**src/design/lcdenc_pkg.sv**
```systemverilog
// Shared types, codes and constants of the character LCD command encoder.
package lcdenc_pkg;

	localparam int MAX_DIGITS  = 5;
	localparam int JOB_BYTES   = 9;
	localparam int QUEUE_DEPTH = 2;

	localparam logic [15:0] DIV10_MAGIC = 16'hCCCD;

	localparam logic [7:0] BIT_ENABLE    = 8'h04;
	localparam logic [7:0] BIT_SELECT    = 8'h01;
	localparam logic [7:0] BIT_BACKLIGHT = 8'h08;

	localparam logic [2:0] DC_DISPLAY = 3'b100;
	localparam logic [2:0] DC_CURSOR  = 3'b010;
	localparam logic [2:0] DC_BLINK   = 3'b001;

	typedef enum logic [3:0] {
		CMD_INIT       = 4'd0,
		CMD_CLEAR      = 4'd1,
		CMD_HOME       = 4'd2,
		CMD_DISP_OFF   = 4'd3,
		CMD_DISP_ON    = 4'd4,
		CMD_BLINK_OFF  = 4'd5,
		CMD_BLINK_ON   = 4'd6,
		CMD_CURSOR_OFF = 4'd7,
		CMD_CURSOR_ON  = 4'd8,
		CMD_SET_CURSOR = 4'd9,
		CMD_CHAR       = 4'd10,
		CMD_GLYPH      = 4'd11,
		CMD_NUMBER     = 4'd12
	} cmd_t;

	typedef enum logic {
		FR_IDLE,
		FR_DIGITS
	} front_state_t;

	typedef enum logic [1:0] {
		BK_IDLE,
		BK_POWER,
		BK_PREFIX,
		BK_BODY
	} back_state_t;

	typedef struct packed {
		logic [2:0] rows_in_use;
		logic       backlight_on;
	} cfg_t;

	typedef struct packed {
		logic       sel;
		logic       long_wait;
		logic [7:0] value;
	} lcd_byte_t;

	typedef struct packed {
		logic                        init;
		logic [3:0]                  count;
		lcd_byte_t [JOB_BYTES-1:0]   bytes;
	} job_t;

	function automatic lcd_byte_t mk_byte(input logic sel, input logic long_wait,
			input logic [7:0] value);
		lcd_byte_t b;
		b.sel       = sel;
		b.long_wait = long_wait;
		b.value     = value;
		return b;
	endfunction

	function automatic logic [7:0] row_base(input logic [1:0] r);
		logic [7:0] v;
		case (r)
			2'd0: v = 8'h00;
			2'd1: v = 8'h40;
			2'd2: v = 8'h14;
			default: v = 8'h54;
		endcase
		return v;
	endfunction

endpackage

```
**src/design/lcdenc_front.sv**
```systemverilog
// Front end: accepts commands, keeps the display-control shadow, builds byte jobs.
module lcdenc_front import lcdenc_pkg::*; (
	input  logic         clk,
	input  logic         arst_n,
	input  logic         s_tvalid,
	output logic         s_tready,
	input  logic [111:0] s_tdata,
	input  logic [3:0]   s_tuser,
	input  cfg_t         cfg,
	input  logic         queue_full,
	output logic         push,
	output job_t         push_job
);

	front_state_t state_q, state_d;
	logic [2:0]   dc_q, dc_next;
	logic [15:0]  num_q;
	logic [2:0]   ndig_q;
	job_t         digits_q, digit_job, direct_job;
	logic         direct_valid, ctrl_cmd, accept, digit_done;

	logic [7:0]   row, column, char_code, glyph_slot;
	logic [63:0]  glyph_rows;
	logic [15:0]  number;
	logic [2:0]   rows_eff;
	logic [1:0]   rmax, rsel;
	logic [7:0]   cur_addr;
	logic [31:0]  prod;
	logic [12:0]  quot;
	logic [15:0]  rem_full;

	assign row        = s_tdata[7:0];
	assign column     = s_tdata[15:8];
	assign char_code  = s_tdata[23:16];
	assign glyph_slot = s_tdata[31:24];
	assign glyph_rows = s_tdata[95:32];
	assign number     = s_tdata[111:96];

	assign accept = s_tvalid && s_tready;

	always_comb begin
		rows_eff = cfg.rows_in_use;
		if (rows_eff == 3'd0) rows_eff = 3'd1;
		if (rows_eff > 3'd4) rows_eff = 3'd4;
		rmax     = 2'(rows_eff - 3'd1);
		rsel     = (row > {6'b0, rmax}) ? rmax : row[1:0];
		cur_addr = column + row_base(rsel);
	end

	always_comb begin
		direct_job   = '0;
		direct_valid = 1'b1;
		ctrl_cmd     = 1'b0;
		dc_next      = dc_q;
		case (cmd_t'(s_tuser)) 
			CMD_INIT: begin
				direct_job.init     = 1'b1;
				direct_job.count    = 4'd5;
				direct_job.bytes[0] = mk_byte(1'b0, 1'b0, 8'h28);
				direct_job.bytes[1] = mk_byte(1'b0, 1'b0, {5'b00001, DC_DISPLAY});
				direct_job.bytes[2] = mk_byte(1'b0, 1'b1, 8'h01);
				direct_job.bytes[3] = mk_byte(1'b0, 1'b0, 8'h06);
				direct_job.bytes[4] = mk_byte(1'b0, 1'b1, 8'h02);
				dc_next             = DC_DISPLAY;
			end
			CMD_CLEAR: begin
				direct_job.count    = 4'd1;
				direct_job.bytes[0] = mk_byte(1'b0, 1'b1, 8'h01);
			end
			CMD_HOME: begin
				direct_job.count    = 4'd1;
				direct_job.bytes[0] = mk_byte(1'b0, 1'b1, 8'h02);
			end
			CMD_DISP_OFF: begin
				dc_next  = dc_q & ~DC_DISPLAY;
				ctrl_cmd = 1'b1;
			end
			CMD_DISP_ON: begin
				dc_next  = dc_q | DC_DISPLAY;
				ctrl_cmd = 1'b1;
			end
			CMD_BLINK_OFF: begin
				dc_next  = dc_q & ~DC_BLINK;
				ctrl_cmd = 1'b1;
			end
			CMD_BLINK_ON: begin
				dc_next  = dc_q | DC_BLINK;
				ctrl_cmd = 1'b1;
			end
			CMD_CURSOR_OFF: begin
				dc_next  = dc_q & ~DC_CURSOR;
				ctrl_cmd = 1'b1;
			end
			CMD_CURSOR_ON: begin
				dc_next  = dc_q | DC_CURSOR;
				ctrl_cmd = 1'b1;
			end
			CMD_SET_CURSOR: begin
				direct_job.count    = 4'd1;
				direct_job.bytes[0] = mk_byte(1'b0, 1'b0, 8'h80 | cur_addr);
			end
			CMD_CHAR: begin
				direct_job.count    = 4'd1;
				direct_job.bytes[0] = mk_byte(1'b1, 1'b0, char_code);
			end
			CMD_GLYPH: begin
				direct_job.count    = 4'd9;
				direct_job.bytes[0] = mk_byte(1'b0, 1'b0, {2'b01, glyph_slot[2:0], 3'b000});
				for (int i = 0; i < 8; i++) begin
					direct_job.bytes[i+1] = mk_byte(1'b1, 1'b0, glyph_rows[8*i +: 8]);
				end
			end
			default: direct_valid = 1'b0;
		endcase
		if (ctrl_cmd) begin
			direct_job.count    = 4'd1;
			direct_job.bytes[0] = mk_byte(1'b0, 1'b0, {5'b00001, dc_next});
		end
	end

	// one decimal digit per cycle, least significant first
	always_comb begin
		prod     = 32'(num_q) * 32'(DIV10_MAGIC);
		quot     = prod[31:19];
		rem_full = num_q - (16'({quot, 3'b000}) + 16'({quot, 1'b0}));
		digit_job       = digits_q;
		digit_job.init  = 1'b0;
		digit_job.count = 4'(ndig_q) + 4'd1;
		digit_job.bytes = {digits_q.bytes[JOB_BYTES-2:0],
			mk_byte(1'b1, 1'b0, {4'h3, rem_full[3:0]})};
		digit_done = (quot == 13'd0) || (ndig_q == 3'(MAX_DIGITS - 1));
	end

	always_comb begin
		state_d = state_q;
		case (state_q)
			FR_IDLE:   if (accept && s_tuser == CMD_NUMBER) state_d = FR_DIGITS;
			FR_DIGITS: if (digit_done) state_d = FR_IDLE;
			default:   state_d = FR_IDLE;
		endcase
	end

	always_comb begin
		s_tready = (state_q == FR_IDLE) && !queue_full;
		if (state_q == FR_DIGITS) begin
			push     = digit_done;
			push_job = digit_job;
		end else begin
			push     = accept && direct_valid;
			push_job = direct_job;
		end
	end

	always_ff @(posedge clk or negedge arst_n) begin
		if (!arst_n) begin
			state_q <= FR_IDLE;
			dc_q    <= 3'b000;
		end else begin
			state_q <= state_d;
			if (accept) dc_q <= dc_next;
		end
	end

	always_ff @(posedge clk) begin
		if (accept) begin
			num_q    <= number;
			ndig_q   <= 3'd0;
			digits_q <= '0;
		end else if (state_q == FR_DIGITS) begin
			num_q    <= 16'(quot);
			ndig_q   <= ndig_q + 3'd1;
			digits_q <= digit_job;
		end
	end

endmodule

```
**src/design/lcdenc_queue.sv**
```systemverilog
// Short job queue between the front end and the byte sequencer.
module lcdenc_queue import lcdenc_pkg::*; (
	input  logic clk,
	input  logic arst_n,
	input  logic push,
	input  job_t push_job,
	output logic full,
	input  logic pop,
	output job_t pop_job,
	output logic empty
);

	localparam int PW = (QUEUE_DEPTH > 1) ? $clog2(QUEUE_DEPTH) : 1;
	localparam int CW = $clog2(QUEUE_DEPTH + 1);

	job_t          slots_q [QUEUE_DEPTH];
	logic [PW-1:0] wr_q, rd_q;
	logic [CW-1:0] cnt_q;

	assign full    = cnt_q == CW'(QUEUE_DEPTH);
	assign empty   = cnt_q == '0;
	assign pop_job = slots_q[rd_q];

	function automatic logic [PW-1:0] bump(input logic [PW-1:0] p);
		return (p == PW'(QUEUE_DEPTH - 1)) ? '0 : p + PW'(1);
	endfunction

	always_ff @(posedge clk or negedge arst_n) begin
		if (!arst_n) begin
			wr_q  <= '0;
			rd_q  <= '0;
			cnt_q <= '0;
		end else begin
			if (push) wr_q <= bump(wr_q);
			if (pop) rd_q <= bump(rd_q);
			if (push && !pop) cnt_q <= cnt_q + CW'(1);
			else if (pop && !push) cnt_q <= cnt_q - CW'(1);
		end
	end

	always_ff @(posedge clk) begin
		if (push) slots_q[wr_q] <= push_job;
	end

endmodule

```
**src/design/lcdenc_back.sv**
```systemverilog
// Back end: expands each job into nibble strobes of expander bytes with waits.
module lcdenc_back import lcdenc_pkg::*; (
	input  logic        clk,
	input  logic        arst_n,
	input  logic        queue_empty,
	input  job_t        pop_job,
	output logic        pop,
	input  cfg_t        cfg,
	output logic        m_tvalid,
	input  logic        m_tready,
	output logic [31:0] m_tdata,
	output logic        m_tlast
);

	back_state_t state_q, state_d;
	job_t        job_q;
	logic [3:0]  byte_idx_q;
	logic        half_q;
	logic [1:0]  phase_q, nib_q;

	logic        out_valid_q, out_last_q;
	logic [7:0]  out_byte_q;
	logic [19:0] out_wait_q;

	logic        load, active, cur_last;
	lcd_byte_t   cur;
	logic [7:0]  base, cur_byte;
	logic [19:0] extra, cur_wait;

	assign load   = !out_valid_q || m_tready;
	assign active = state_q != BK_IDLE;
	assign cur    = job_q.bytes[byte_idx_q];

	always_comb begin
		base     = 8'h00;
		extra    = 20'd0;
		cur_last = 1'b0;
		case (state_q)
			BK_PREFIX: begin
				base = (nib_q == 2'd3) ? 8'h20 : 8'h30;
				case (nib_q)
					2'd0, 2'd1: extra = 20'd4500;
					2'd2:       extra = 20'd150;
					default:    extra = 20'd0;
				endcase
			end
			BK_BODY: begin
				base = (half_q ? {cur.value[3:0], 4'h0} : {cur.value[7:4], 4'h0})
					| (cur.sel ? BIT_SELECT : 8'h00);
				extra = (half_q && cur.long_wait) ? 20'd2000 : 20'd0;
				cur_last = (phase_q == 2'd2) && half_q
					&& (byte_idx_q == job_q.count - 4'd1);
			end
			default: ;
		endcase
		if (state_q == BK_POWER) begin
			cur_byte = 8'h00;
			cur_wait = 20'd1000000;
		end else begin
			case (phase_q)
				2'd0: begin
					cur_byte = base;
					cur_wait = 20'd0;
				end
				2'd1: begin
					cur_byte = base | BIT_ENABLE;
					cur_wait = 20'd2;
				end
				default: begin
					cur_byte = base & ~BIT_ENABLE;
					cur_wait = 20'd50 + extra;
				end
			endcase
		end
		if (cfg.backlight_on) cur_byte = cur_byte | BIT_BACKLIGHT;
	end

	always_comb begin
		state_d = state_q;
		case (state_q)
			BK_IDLE:   if (!queue_empty) state_d = pop_job.init ? BK_POWER : BK_BODY;
			BK_POWER:  if (load) state_d = BK_PREFIX;
			BK_PREFIX: if (load && phase_q == 2'd2 && nib_q == 2'd3) state_d = BK_BODY;
			BK_BODY:   if (load && cur_last) state_d = BK_IDLE;
			default:   state_d = BK_IDLE;
		endcase
	end

	always_comb begin
		pop = (state_q == BK_IDLE) && !queue_empty;
	end

	always_ff @(posedge clk or negedge arst_n) begin
		if (!arst_n) begin
			state_q     <= BK_IDLE;
			out_valid_q <= 1'b0;
			byte_idx_q  <= 4'd0;
			half_q      <= 1'b0;
			phase_q     <= 2'd0;
			nib_q       <= 2'd0;
		end else begin
			state_q <= state_d;
			if (load) out_valid_q <= active;
			if (pop) begin
				byte_idx_q <= 4'd0;
				half_q     <= 1'b0;
				phase_q    <= 2'd0;
				nib_q      <= 2'd0;
			end else if (load && (state_q == BK_PREFIX || state_q == BK_BODY)) begin
				if (phase_q == 2'd2) begin
					phase_q <= 2'd0;
					if (state_q == BK_PREFIX) begin
						nib_q <= nib_q + 2'd1;
					end else begin
						half_q <= !half_q;
						if (half_q) byte_idx_q <= byte_idx_q + 4'd1;
					end
				end else begin
					phase_q <= phase_q + 2'd1;
				end
			end
		end
	end

	always_ff @(posedge clk) begin
		if (pop) job_q <= pop_job;
		if (load) begin
			out_byte_q <= cur_byte;
			out_wait_q <= cur_wait;
			out_last_q <= cur_last;
		end
	end

	assign m_tvalid = out_valid_q;
	assign m_tdata  = {4'h0, out_wait_q, out_byte_q};
	assign m_tlast  = out_last_q;

endmodule

```
**src/design/char_lcd_nibble_command_encoder.sv**
```systemverilog
// Top level of the character LCD command encoder: config registers and the front/queue/back chain.
//
//  channel | dir | handshake             | payload
//  s_      | in  | s_tvalid / s_tready   | s_tdata: row, column, char_code, glyph_slot,
//          |     |                       |   glyph_rows, number; s_tuser: cmd
//  m_      | out | m_tvalid / m_tready   | m_tdata: expander_byte, wait_us; m_tlast: last
//  apb     | in  | psel&penable, pready  | reg 0 rows_in_use @0x0, reg 1 backlight_on @0x4
//
// One expander byte per cycle while m_tready is high; a command's run is six bytes per
// LCD byte (init 43, glyph 54), and the sequencer passes through idle to pick up the next job.
// Print number holds the input while the divide-by-ten unit produces its decimal digits.
// Reset clears the control shadow, the queue and the sequencer; no clearing pass.
// A stall on m_ holds the output register; the two-job queue lets the front keep accepting.
module char_lcd_nibble_command_encoder import lcdenc_pkg::*; (
	input  logic         clk,
	input  logic         arst_n,
	input  logic         s_tvalid,
	output logic         s_tready,
	input  logic [111:0] s_tdata,  // row[7:0] column[15:8] char_code[23:16] glyph_slot[31:24]
	                               // glyph_rows[95:32] number[111:96]
	input  logic [3:0]   s_tuser,  // cmd[3:0]
	output logic         m_tvalid,
	input  logic         m_tready,
	output logic [31:0]  m_tdata,  // expander_byte[7:0] wait_us[27:8] zero[31:28]
	output logic         m_tlast,
	input  logic         psel,
	input  logic         penable,
	input  logic         pwrite,
	input  logic [2:0]   paddr,
	input  logic [31:0]  pwdata,
	output logic [31:0]  prdata,
	output logic         pready
);

	cfg_t cfg_q;
	logic push, pop, full, empty;
	job_t push_job, pop_job;

	assign pready = 1'b1;

	always_ff @(posedge clk or negedge arst_n) begin
		if (!arst_n) begin
			cfg_q.rows_in_use  <= 3'd4;
			cfg_q.backlight_on <= 1'b1;
		end else if (psel && penable && pwrite && pready) begin
			if (paddr[2]) cfg_q.backlight_on <= pwdata[0];
			else cfg_q.rows_in_use <= pwdata[2:0];
		end
	end

	assign prdata = paddr[2] ? {31'b0, cfg_q.backlight_on} : {29'b0, cfg_q.rows_in_use};

	lcdenc_front u_front (
		.clk        (clk),
		.arst_n     (arst_n),
		.s_tvalid   (s_tvalid),
		.s_tready   (s_tready),
		.s_tdata    (s_tdata),
		.s_tuser    (s_tuser),
		.cfg        (cfg_q),
		.queue_full (full),
		.push       (push),
		.push_job   (push_job)
	);

	lcdenc_queue u_queue (
		.clk      (clk),
		.arst_n   (arst_n),
		.push     (push),
		.push_job (push_job),
		.full     (full),
		.pop      (pop),
		.pop_job  (pop_job),
		.empty    (empty)
	);

	lcdenc_back u_back (
		.clk         (clk),
		.arst_n      (arst_n),
		.queue_empty (empty),
		.pop_job     (pop_job),
		.pop         (pop),
		.cfg         (cfg_q),
		.m_tvalid    (m_tvalid),
		.m_tready    (m_tready),
		.m_tdata     (m_tdata),
		.m_tlast     (m_tlast)
	);

endmodule
```
**config.mk**
```make
export PLATFORM = sky130hd
export DESIGN_NAME = char_lcd_nibble_command_encoder
export DESIGN_NICKNAME = d
export VERILOG_FILES = /design/src/design/lcdenc_pkg.sv /design/src/design/lcdenc_front.sv /design/src/design/lcdenc_queue.sv /design/src/design/lcdenc_back.sv /design/src/design/char_lcd_nibble_command_encoder.sv
export SDC_FILE = /design/constraint.sdc
export NUM_CORES = 1
export LEC_CHECK = 0
export ABC_AREA = 1
export BUFFER_PORTS_ARGS = -buffer_cell sky130_fd_sc_hd__buf_2
export CAP_MARGIN = 10
export CELL_PAD_IN_SITES_DETAIL_PLACEMENT = 0
export CELL_PAD_IN_SITES_GLOBAL_PLACEMENT = 1
export CORE_ASPECT_RATIO = 0.9
export CORE_MARGIN = 3
export CORE_UTILIZATION = 46
export CTS_CLUSTER_SIZE = 40
export DETAILED_ROUTE_END_ITERATION = 12
export PLACE_DENSITY_LB_ADDON = 0.25
export SLEW_MARGIN = 10
export SYNTH_ARGS = -nofsm -noshare
export SYNTH_HDL_FRONTEND = slang
export SYNTH_SLANG_ARGS = --single-unit
```
**constraint.sdc**
```tcl
create_clock -name clk -period 11 [get_ports clk]
set_input_delay 2.75 -clock clk [delete_from_list [all_inputs] [get_ports clk]]
set_output_delay 2.75 -clock clk [all_outputs]
set_load 0.02 [all_outputs]
```
# --- Word level (Yosys, flattened, before mapping) ---
# Memory sizes are Yosys's and may differ from the RTL's.
# Index checks and enable logic that the tools add are counted.
# Widths: inputs -> output; s select.
totals:
  n_memories: 1
  inputBits: 158
  word_cells: 229
  output_inout_bits: 68
  regBits: 214
  ramBits: 190
op_classes:
  n_lt_le_gt_ge: 3
  reduce_logical: 50
  n_addsub: 15
  n_eq_ne: 30
  bitwise: 3
  n_mul: 1
  muxes: 63
mem_list:
  columns: ["memory", "depth", "width", "rd", "rd_clocked_by_memory_dff", "write_ports", "line_no", "source"]
  rows:
  - ["u_queue.slots_q", 2, 95, 1, 0, 1, "lcdenc_queue.sv:16", "job_t slots_q [QUEUE_DEPTH];"]
op_table:
  columns: ["operator", "count"]
  rows:
  - ["$mux 95", 1]
  - ["$pmux 20 s2", 2]
  - ["$pmux 40 s2", 1]
  - ["$pmux 10 s6", 1]
  - ["$bmux 10 s4", 1]
  - ["$mux 40", 1]
  - ["$mul 16x16->32 const B", 1]
  - ["$mux 16", 2]
  - ["$mux 2", 16]
  - ["$pmux 13 s2", 1]
  - ["$mux 4", 6]
  - ["$pmux 3 s7", 1]
  - ["$pmux 7 s3", 1]
  - ["$add 6x20->20 const A", 1]
  - ["$eq 4x4->1 const B", 5]
  - ["$mux 10", 2]
  - ["$eq 4x3->1 const B", 4]
  - ["$logic_and 1x1->1", 16]
  - ["$mux 1", 16]
  - ["$mux 8", 2]
  - ["$pmux 8 s2", 1]
  - ["$eq 2x2->1 const B", 7]
  - ["$reduce_bool 2->1", 7]
  - ["$logic_not 13->1", 1]
  - ["41 further kinds", 68]

# --- Depth between registers and ports, before layout ---
# Gate-level depths: netlist of the first run.
depth:
  ltp_word: 13
  depth_mapped: 34
  ltp_nobuf: 34

# --- Hierarchy ---
# From an unflattened synthesis of the first run, not the netlist that was laid out.
hier_totals:
  hier_cells: 2180
  area_unflattened_um2: 22497.8
modules_own_cells:
  columns: ["mod", "area_each_um2", "n_inst", "seq_area_each_um2", "cells_each"]
  rows:
  - ["lcdenc_front", 9311.4, 1, 1441.4, 1321]
  - ["lcdenc_queue", 7263.2, 1, 5805.6, 321]
  - ["lcdenc_back", 5481.5, 1, 3723.6, 477]
  - ["char_lcd_nibble_command_encoder", 441.7, 1, 102.6, 61]

# --- Worst setup path before layout of the first run ---
# OpenSTA, ideal clock, no wires.
synth_path:
  path_kind: "reg-to-reg"
  from: "register u_front.num_q[6]"
  to: "memory u_queue.slots_q[1][0] (netlist name), enable pin"
  period_less_slack_ns: 9.257
  setup_time_ns: 0.536
  path_stages_with_launch: 25
  required_time_ns: 10.464
  arrival_time_ns: 8.721
  setup_slack_ns: 1.743
  path_buffers: 0
  cell_sequence: "edfxtp_1 -> ha_1 -> inv_1 -> fa_1 -> inv_1 -> fa_1 -> fa_1 -> fa_1 -> inv_1 -> fa_1 -> inv_1 -> ha_1 -> nand2_2 -> inv_2 -> a21oi_2 -> nand2_1 -> inv_1 -> nand2_2 -> xnor2_1 -> nand3_2 -> nor2_1 -> nand2_1 -> nand2_2 -> nand2_2 -> nor2_1"
synth_between:
  elab_chain_cells: 6
synth_rtl:
  columns: ["element", "line_no", "source"]
  rows:
  - ["from (decl)", "lcdenc_front.sv:17", "logic [15:0] num_q;"]
  - ["from (signal assigned)", "lcdenc_front.sv:166", "num_q <= number;"]
  - ["from (signal assigned)", "lcdenc_front.sv:170", "num_q <= 16'(quot);"]
  - ["$mul 16x16->32", "lcdenc_front.sv:123", "prod = 32'(num_q) * 32'(DIV10_MAGIC);"]
  - ["$logic_not 13->1", "lcdenc_front.sv:131", "digit_done = (quot == 13'd0) || (ndig_q == 3'(MAX_DIGITS - 1));"]
  - ["$logic_or 1x1->1", "lcdenc_front.sv:131", null]
  - ["$mux 1", "lcdenc_front.sv:145", "if (state_q == FR_DIGITS) begin"]
  - ["$mux 1", "lcdenc_queue.sv:42", "if (push) slots_q[wr_q] <= push_job;"]
  - ["$mux 1 (implied by the code)", "lcdenc_queue.sv:42", null]
  - ["to (decl)", "lcdenc_queue.sv:16", null]
# Every way passes these cells.

# --- Worst setup path in the final report of the first run ---
layout_path:
  from: "register u_front.num_q[3]"
  to: "memory u_queue.slots_q[1][33] (netlist name), enable pin"
# Same word-level chain as after synthesis.

==> results of run 1 <==
==> cell type report <==
| class | count | area (um2) |
|---|---|---|
| Tap cell | 600 | 751 |
| Sequential cell | 366 | 10400 |
| Inverter | 372 | 1400 |
| Fill cell | 4102 | 21200 |
| Clock buffer | 49 | 1020 |
| Clock inverter | 21 | 195 |
| Timing Repair Buffer | 163 | 848 |
| Multi-Input combinational cell | 1413 | 8950 |
==> metal layers <==
metal / up-vias / GRT usage, % / routed length (um)
met5: - / 0 / 0
met4: 0 / 5.38 / 1140
met3: 71 / 3.37 / 3140
met2: 376 / 32.2 / 22700
met1: 6960 / 33.1 / 25900
li1: 7355 / - / -
==> stage by stage <==
step	std cells	area [um2]
after detailed placement	2914	22400
after global routing	2984	23600
after CTS	2984	23600
after floorplan	2249	21300
after global placement	2914	22400
final	2984	23600
==> critical path, cell delays in order, from the launching register on <==
cell and delay [ns]:
edfxtp_1 0.55, ha_1 0.45, inv_1 0.08, fa_1 0.51, inv_1 0.06, fa_1 0.51, fa_1 0.55, fa_1 0.55
inv_1 0.05, fa_1 0.53, inv_1 0.04, ha_1 0.33, nand2_1 0.15, inv_1 0.10, nand2_1 0.07, nand2_1 0.06
nand2_1 0.05, nand2_1 0.09, a21oi_1 0.18, nand3_1 0.09, nand2_1 0.13, nand2_1 0.11, nor3_4 0.21, nand2_1 0.21
nand2_2 0.14, nand2_2 0.09, nor2_4 0.41, buf_4 0.88
==> how the worst max path moves through the flow <==
| stage | startpoint | endpoint | slack [ns] | depth (start not counted) |
|---|---|---|---|---|
| after floorplan | u_front.num_q[6] | u_queue.slots_q[1][0] | 1.74 | 24 |
| after detailed placement | u_front.num_q[3] | u_queue.slots_q[1][13] | 3.30 | 27 |
| after global routing | u_front.num_q[3] | u_queue.slots_q[1][33] | 2.88 | 27 |
| after CTS | u_front.num_q[3] | u_queue.slots_q[1][12] | 3.26 | 27 |
| final | u_front.num_q[3] | u_queue.slots_q[1][33] | 3.31 | 27 |
| after global placement | u_front.num_q[3] | u_queue.slots_q[1][20] | 3.26 | 27 |
==> sequential cells by signal, summed over array words and instances, names as in the netlist, 2 cells and up <==
| name | count |
|---|---|
| u_back.byte_idx_q | 4 |
| u_back.state_q | 2 |
| u_front.dc_q | 3 |
| u_front.num_q | 16 |
| u_back.out_byte_q | 7 |
| cfg_q | 4 |
| u_back.job_q | 87 |
| u_back.nib_q | 2 |
| u_queue.cnt_q | 2 |
| u_back.phase_q | 2 |
| u_queue.slots_q | 176 |
| u_front.ndig_q | 3 |
| u_back.out_wait_q | 12 |
| u_front.digit_job | 40 |
==> cells in the mapped netlist (8+ instances only) <==
library cell / n / area share, %
o221ai_1: 12 / 0.50
nand2_1: 632 / 11
a21oi_1: 56 / 1.3
buf_4: 43 / 1.5
fa_1: 79 / 7.5
a21boi_0: 17 / 0.60
o21a_1: 14 / 0.50
ha_1: 155 / 9.2
xor2_1: 16 / 0.66
o21ai_0: 73 / 1.7
clkbuf_1: 44 / 0.78
o22ai_1: 8 / 0.24
nor2_2: 10 / 0.30
inv_2: 18 / 0.32
edfxtp_1: 299 / 42
nand2_2: 12 / 0.35
a21boi_1: 11 / 0.39
nor2_1: 136 / 2.4
dfrtp_1: 22 / 2.6
inv_1: 348 / 6.2
nand3_1: 50 / 1.2
dfxtp_1: 43 / 4.1
a31oi_1: 16 / 0.47
==> kinds of logic (layout without fill, tap and decap cells) <==
| group | after synthesis | count (layout) |
|---|---|---|
| AND/OR/NAND/NOR | 874 | 874 |
| XOR/XNOR | 23 | 23 |
| other | 2 | 39 |
| buffers and inverters | 470 | 605 |
| adder cells (fa/ha/maj) | 234 | 234 |
| flip-flops | 366 | 366 |
| AO/OA/AOI/OAI | 243 | 243 |
==> metrics.md, run 1 <==
| Metric | Value |
|---|---|
| Result of the run | finished, final reports clean |
| Sum of negative setup slack | 0 ns |
| Vias/cell | 4.95 |
| EDFF count, synth | 299 |
| Commonest non-fill, non-tap cell in the layout | nand2_1 |
| Adder-cell share of the synthesized area | 16.6% |
| Post-synthesis sequential area ratio | 49.3% |
| Ys flop type | edfxtp_1 |
| Via Count | 14800 |
| Final min period | 7.69 ns |
| Initial antenna violation count | 1 |
| Worst Hold Class | flop to flop |
| Hold path endpoint | u_front.digit_job[60] |
| WHS | 0.450 ns |
| Yosys reg bits | 366 |
| Share of cells above drive strength 1 | 11.9% |
| Crit-path max FO | 74 |
| Routed WL per cell | 17.7 um |
| Post-CTS Setup Bufs | 0 |
| Finish-stage setup viols | 0 |
| Yosys warning count | 0 |
| Clock net sink count | 366 |
| Crit. End Element | flop |
| RSZ-0062 raised after global routing | false |
| Diode count | 0 |
| Largest family of logic cells by synthesized area | simple AND/OR/NAND/NOR gates |
| Startpoint types | flop |
| Final hold vios | 0 |
| CTS Hold Buffers Added | 0 |
| Critical path class | flop to flop |
| Number of distinct library cells after synthesis | 62 |
| Placement Rows | 73 |
| Starting DRC count in detailed routing | 1079 |
| Routed WL | 52800 um |
| Die W | 232 um |
| Largest net degree at the start of global routing | 90 |
| Root Buffer Master | clkbuf_16 |
| Mapped Area | 0.0212 mm2 |
| Depth of the worst hold-timing path | 2 |
| Final Max Slew Viols | 0 |
| Gr ovfl total | 0 |
| H-tree levels | 2 |
| Clk_skew | 0.0185 ns |
| Nets@finish | 2746 |
| Most frequent cells in the layout | nand2_1, inv_1, edfxtp_1 |
| Ys async rst share | 6.56% |
| Slew headroom | 24.8% |
| Synthesized instance count | 2212 |
| Setup slack after layout | 3.31 ns |
| Clock buffer depth | 3 |
| Number of cells on the worst reg-to-reg path | 27 |
| FMAX | 130 MHz |
| Worst EP arrival | 7.84 ns |
| Post-synthesis average cell area | 9.57 um2 |
| Mux contribution to synthesized area | 0% |
| Final HPWL DP | 39200 um |
| Die footprint | 0.0486 mm2 |
| RR Endpoint | u_queue.slots_q[1][33] |
| Reg2reg setup slack | 3.31 ns |
| GPL Wtd Cong | 0.905 |
| Residual DRC | 0 |
| Port buffer count | 150 |
| Detail Route Antenna Nets | 0 |
| R2r startpoint | u_front.num_q[3] |
| Area growth syn-to-layout | 11.5% |
| Clock Latency Late Sink | 0.54 ns |
| Dpl ws | 3.30 ns |
| Cts bufs inserted | 38 |
| Worst-Margin Slew | 1.13 ns |
| Compound-Gate Fraction of Synth Area | 7.22% |
| Post-cts sizing count | 0 |
| Total GRT Usage | 21.6% |
| Number of global-route vias before repair | 14300 |
| Finished Core Util | 52.6% |
| Tcrit/Tclk final | 69.9% |
| Initial Util | 47.2% |
| First-pass GRT wire length | 80900 um |
| Post-synthesis simple-gate area fraction | 16.7% |
| CTS tree | built |
| Worst Hold Launch | u_front.digit_job[60] |
| Top Ports | 226 |
| First-pass DRT Iterations | 6 |
| XOR/XNOR share of the synthesized area | 0.952% |
| Placeable Area | 0.0448 mm2 |
| Die H | 210 um |
| Worst EP required | 11.15 ns |
| Max cap viols | 0 |
| Clk pin slew, worst setup/hold paths | 0.06 ns |
Power of run 1 is left out: the tool's default activity adds up to more than one toggle a clock period on the data nets, which glitch-free logic cannot reach.
==> inputs of run 2 (changes only) <==
CORE_UTILIZATION = 42   (was 46)
clock period = 7 ns   (was 11 ns; I/O delays follow)
==> run 2 against run 1 <==
Net effect:
- sequential share of layout area down 0.61 points
- via count up 1.2%
- clock skew down 0.0028 ns
- flip-flop and latch count unchanged
- register-to-register slack worse by 2.9 ns
- wire length up 3.7%
- design area up 1.4%
- non-clock buffer count up 16
- highest routed layer unchanged
==> metrics.md, run 2 (synthesis results as in run 1) <==
| Metric | Value |
|---|---|
| Detail Route Antenna Nets | 0 (unchanged) |
| Slew headroom | 28.7% (+3.9 points) |
| Via Count | 14900 (+1.2%) |
| Starting DRC count in detailed routing | 1122 (+4.0%) |
| Nets@finish | 2764 (+0.66%) |
| Most flops, register | u_queue.slots_q |
| Port buffer count | 150 (unchanged) |
| Clock Latency Late Sink | 0.55 ns (about the same) |
| Max FFs per register | 176 (unchanged) |
| Crit-path max FO | 17 (-77%) |
| Critical Path Max Stage Delay | 0.55 ns (-0.33 ns) |
| Die W | 243 um (+4.5%) |
| Clk pin slew, worst setup/hold paths | 0.06 ns (about the same) |
| Residual DRC | 0 (unchanged) |
| Placement Rows | 77 (+5.5%) |
| Gr ovfl total | 0 (unchanged) |
| Share of cells above drive strength 1 | 12.8% (+0.95 points) |
| Root Buffer Master | clkbuf_16 |
| Largest net degree at the start of global routing | 81 (-10%) |
| FMAX | 151 MHz (+16%) |
| Final min period | 6.61 ns (-1.08 ns) |
| Most used cell, CP | nand2_1 |
| CTS Hold Buffers Added | 0 (unchanged) |
| Worst EP required | 7.23 ns (-3.92 ns) |
| Vias/cell | 4.86 (-1.8%) |
| CTS tree | built |
| Crit. End Element | flop |
| Depth of the worst hold-timing path | 2 (unchanged) |
| Initial Util | 42.8% (-4.4 points) |
| GPL Wtd Cong | 0.874 (-3.4%) |
| Startpoint types | flop |
| Critical path's slowest cell | fa_1 |
| Die footprint | 0.0531 mm2 (+9.3%) |
| Finish-stage setup viols | 0 (unchanged) |
| Routed WL | 54800 um (+3.7%) |
| Commonest non-fill, non-tap cell in the layout | nand2_1 |
| Clock buffer depth | 3 (unchanged) |
| H-tree levels | 2 (unchanged) |
| Die H | 219 um (+4.5%) |
| Total GRT Usage | 20.5% (-1.1 points) |
| Worst-Margin Slew | 1.07 ns (-0.0572 ns) |
| Clk_skew | 0.0157 ns (-0.00275 ns) |
| Sum of negative setup slack | 0 ns (unchanged) |
| Routed WL per cell | 17.8 um (+0.61%) |
| Worst Hold Class | flop to flop |
| Number of global-route vias before repair | 14200 (-0.71%) |
| Final Max Slew Viols | 0 (unchanged) |
| Final HPWL DP | 40800 um (+4.2%) |
| Multi-input gate area | 0.00896 mm2 (about the same) |
| Max cap viols | 0 (unchanged) |
| Critical path class | flop to flop |
| Placeable Area | 0.0494 mm2 (+10%) |
| First-pass GRT wire length | 83300 um (+2.9%) |
| Top Ports | 226 (unchanged) |
| Area growth syn-to-layout | 13.1% |
| Layout filler cell count | 4672 (+14%) |
| RSZ-0062 raised after global routing | false |
| Reg area | 0.0104 mm2 (unchanged) |
| Most frequent cells in the layout | nand2_1, inv_1, edfxtp_1 |
| Cts bufs inserted | 40 (+5.3%) |
| Number of cells on the worst reg-to-reg path | 26 (-3.7%) |
| Result of the run | finished, final reports clean |
| Final hold vios | 0 (unchanged) |
| Initial antenna violation count | 3 (+2) |
| Clock net sink count | 366 (unchanged) |
| Tcrit/Tclk final | 94.4% (+24 points) |
| Worst EP arrival | 6.84 ns (-1.00 ns) |
| First-pass DRT Iterations | 5 (-1) |
==> run 2: per-layer routing <==
layer | vias to the layer above | wire length [um] | global-route usage, %
li1 | 7399 | - | -
met1 | 7043 | 26900 | 31.6
met2 | 440 | 22800 | 30.0
met3 | 57 | 3980 | 3.63
met4 | 0 | 1020 | 4.82
met5 | - | 0 | 0
==> run 2: stage by stage <==
step | worst slack [ns] | util [%] | cells | cell area [um2] | hold WS (ns)
2_1_floorplan | 0.241 | - | 2249 | 21300 | 0.419
3_3_place_gp | 0.233 | 45.8 | 2999 | 22600 | 0.436
3_5_place_dp | 0.235 | 45.8 | 2999 | 22600 | 0.439
4_1_cts | 0.191 | 48.4 | 3072 | 23900 | 0.454
5_1_grt | 0.0221 | 48.4 | 3074 | 23900 | 0.466
6_report | 0.393 | 48.4 | 3076 | 23900 | 0.450
==> run 2: worst paths after layout <==
check	startpoint	endpoint	slack [ns]
max in group asynchronous	arst_n	u_front.state_q	5.31
min in group asynchronous	arst_n	u_back.phase_q[1]	1.23
worst max register to register	u_front.num_q[3]	u_queue.slots_q[0][44]	0.39
worst max-delay path	u_front.num_q[3]	u_queue.slots_q[0][44]	0.39
worst min register to register	u_front.digit_job[10]	u_front.digit_job[10]	0.45
worst min-delay path	u_front.digit_job[10]	u_front.digit_job[10]	0.45
==> run 2: cell type report <==
class / count / share of cell area, %
inverter: 372 / 5.85
tap: 671 / 3.51
clock buffer: 51 / 4.44
antenna: 2 / 0.0209
multi-input combinational: 1413 / 37.4
sequential: 366 / 43.6
clock inverter: 22 / 0.878
timing repair buffer: 179 / 4.25
==> run 2: critical path: cells and delay by family, from the launching register on <==
family                     cells  cell delay [ns]
adders and majority gates      7             3.37
AOI/OAI and AO/OA              1             0.23
and+or+nand+nor               12             1.29
buffers and inverters          6             0.88
DFF                            1             0.51
==> run 2: what timing repair did <==
| item | CTS | global route |
|---|---|---|
| buffers inserted | 0 | 2 |
| gates resized for setup | 0 | 3 |
| endpoints found under the setup margin | 0 | 167 |
Power of run 2 is left out for the same reason.
==> inputs of run 3 (changes only) <==
CORE_UTILIZATION = 46   (was 42)
clock period = 7.2 ns   (was 7 ns; I/O delays follow)
==> run 3 against run 2 <==
Net effect:
- sequential share of layout area about the same
- clock-buffer cell count up 9
- global-route usage up 1.6 points
- register-to-register slack better by 0.06 ns
- critical path depth up 2
==> metrics.md, run 3 (synthesis results as in run 1) <==
| Metric | Value |
|---|---|
| Result of the run | finished, final reports clean |
| Clk pin slew, worst setup/hold paths | 0.06 ns (about the same) |
| Critical path's slowest cell | edfxtp_1 |
| Final Max Slew Viols | 0 (unchanged) |
| Critical path class | flop to flop |
| Final non-filler cell total | 3006 (-2.3%) |
| Die footprint | 0.0486 mm2 (-8.5%) |
| Clk_skew | 0.0297 ns (+0.0140 ns) |
| Port buffer count | 150 (unchanged) |
| Final min period | 6.75 ns (+0.141 ns) |
| CP startpoint | u_front.num_q[2] |
| GPL Wtd Cong | 0.929 (+6.3%) |
| Initial antenna violation count | 1 (-2) |
| Largest net degree at the start of global routing | 91 (+12%) |
| Most used cell, CP | nand2_1 |
| Top Ports | 226 (unchanged) |
| Vias/cell | 4.94 (+1.8%) |
| Clock buffer depth | 3 (unchanged) |
| CTS tree | built |
| Most flops, register | u_queue.slots_q |
| Worst EP arrival | 6.97 ns (+0.13 ns) |
| CTS Hold Buffers Added | 0 (unchanged) |
| Nets@finish | 2766 (+0.072%) |
| First-pass GRT wire length | 82700 um (-0.66%) |
| Gr ovfl total | 0 (unchanged) |
| Via Count | 14900 (-0.56%) |
| Max cap viols | 0 (unchanged) |
| Clock net sink count | 366 (unchanged) |
| Layout filler cell count | 4094 (-12%) |
| Cells after DPL | 2923 (-2.5%) |
| R2r startpoint | u_front.num_q[2] |
| Startpoint types | flop |
| First-pass DRT Iterations | 5 (unchanged) |
| Worst Hold Class | flop to flop |
| Number of global-route vias before repair | 14600 (+2.7%) |
| RSZ-0062 raised after global routing | false |
| Residual DRC | 0 (unchanged) |
| Worst-Margin Slew | 1.13 ns (+0.0595 ns) |
| Final HPWL DP | 39900 um (-2.2%) |
| Max FFs per register | 176 (unchanged) |
| Crit-path max FO | 25 (+8) |
| Clock Latency Late Sink | 0.54 ns (about the same) |
| Setup slack after layout | 0.452 ns (+0.0595 ns) |
| Cts bufs inserted | 39 (-2.5%) |
| Worst Hold Launch | u_front.digit_job[10] |
| Detail Route Antenna Nets | 0 (unchanged) |
| Share of cells above drive strength 1 | 12.8% (-0.047 points) |
| Finished Core Util | 53.4% (+5.0 points) |
| FMAX | 148 MHz (-2.1%) |
| H-tree levels | 2 (unchanged) |
| Total GRT Usage | 22.1% (+1.6 points) |
| Slew headroom | 24.6% (-4.1 points) |
| Most frequent cells in the layout | nand2_1, inv_1, edfxtp_1 |
| Starting DRC count in detailed routing | 1065 (-5.1%) |
| Placeable Area | 0.0448 mm2 (-9.3%) |
| Routed WL per cell | 18.0 um (+0.86%) |
| Worst EP required | 7.43 ns (+0.20 ns) |
| Dpl ws | 0.301 ns (+0.0659 ns) |
| Commonest non-fill, non-tap cell in the layout | nand2_1 |
| Crit. End Element | flop |
| Final hold vios | 0 (unchanged) |
| Die H | 210 um (-4.3%) |
| Placement Rows | 73 (-5.2%) |
| Root Buffer Master | clkbuf_16 |
| Initial Util | 47.2% (+4.4 points) |
| Finish-stage setup viols | 0 (unchanged) |
| Sum of negative setup slack | 0 ns (unchanged) |
| Routed WL | 54000 um (-1.4%) |
| Area growth syn-to-layout | 13.2% (about the same) |
| Critical Path Max Stage Delay | 0.56 ns (about the same) |
| Tcrit/Tclk final | 93.7% (-0.67 points) |
| Die W | 232 um (-4.3%) |
[run 3: cell types whose count changed in the layout (fill, tap and decap cells not counted), moves of 2 or more]
| cell | change |
|---|---|
| clkbuf_1 | +6 |
| clkinvlp_4 | -2 |
| clkinv_1 | -4 |
| buf_6 | +2 |
| buf_12 | +2 |
| clkinv_2 | -5 |
| buf_4 | -3 |
| clkbuf_8 | +4 |
[run 3: metrics by stage]
stage / area [um2] / hold slack, ns
after floorplan: 21300 / 0.419
after global placement: 22500 / 0.435
after detailed placement: 22500 / 0.438
after CTS: 23800 / 0.451
after global routing: 24000 / 0.467
final: 24000 / 0.449
[run 3: per-layer routing]
layer	vias up	global-route usage, %	share of wire [%]
met2	397	32.1	42
li1	7392	-	-
met1	7005	34.4	49
met5	-	0	0
met4	0	4.87	1.8
met3	61	3.87	6.8
[run 3: final timing paths]
| check | endpoint | slack (ns) | cells past startpoint |
|---|---|---|---|
| setup reg to reg | u_queue.slots_q[0][11] | 0.45 | 28 |
| hold / removal | u_front.digit_job[10] | 0.45 | 2 |
| hold reg to reg | u_front.digit_job[10] | 0.45 | 2 |
| max in group asynchronous | u_queue.rd_q | 5.43 | 1 |
| setup / recovery | u_queue.slots_q[0][11] | 0.45 | 28 |
| min in group asynchronous | u_back.byte_idx_q[2] | 1.29 | 1 |
[run 3: worst max-delay path, delay by kind of cell (launching register included)]
family / cells / cell delay (ns)
AO/OA/AOI/OAI: 2 / 0.37
XOR/XNOR: 1 / 0.17
buffers and inverters: 6 / 0.90
AND/OR/NAND/NOR: 12 / 1.39
flip-flops: 1 / 0.56
adder cells (fa/ha/maj): 7 / 3.02
[run 3: timing repair]
| item | in CTS | in global routing |
|---|---|---|
| gates resized for setup | 0 | 8 |
| setup buffers | 0 | 8 |
| endpoints found under the hold margin | 0 | 0 |
| setup endpoints to repair | 0 | 170 |
[run 3: final cells by class]
type / instances / area [um2] / area share, %
Timing Repair Buffer: 182 / 1110 / 4.64
Sequential cell: 366 / 10400 / 43.6
Clock inverter: 11 / 163 / 0.679
Antenna cell: 2 / 5.00 / 0.0209
Clock buffer: 60 / 1110 / 4.65
Inverter: 372 / 1400 / 5.84
Multi-Input combinational cell: 1413 / 8970 / 37.4
Tap cell: 600 / 751 / 3.13
Power of run 3 is left out for the same reason.
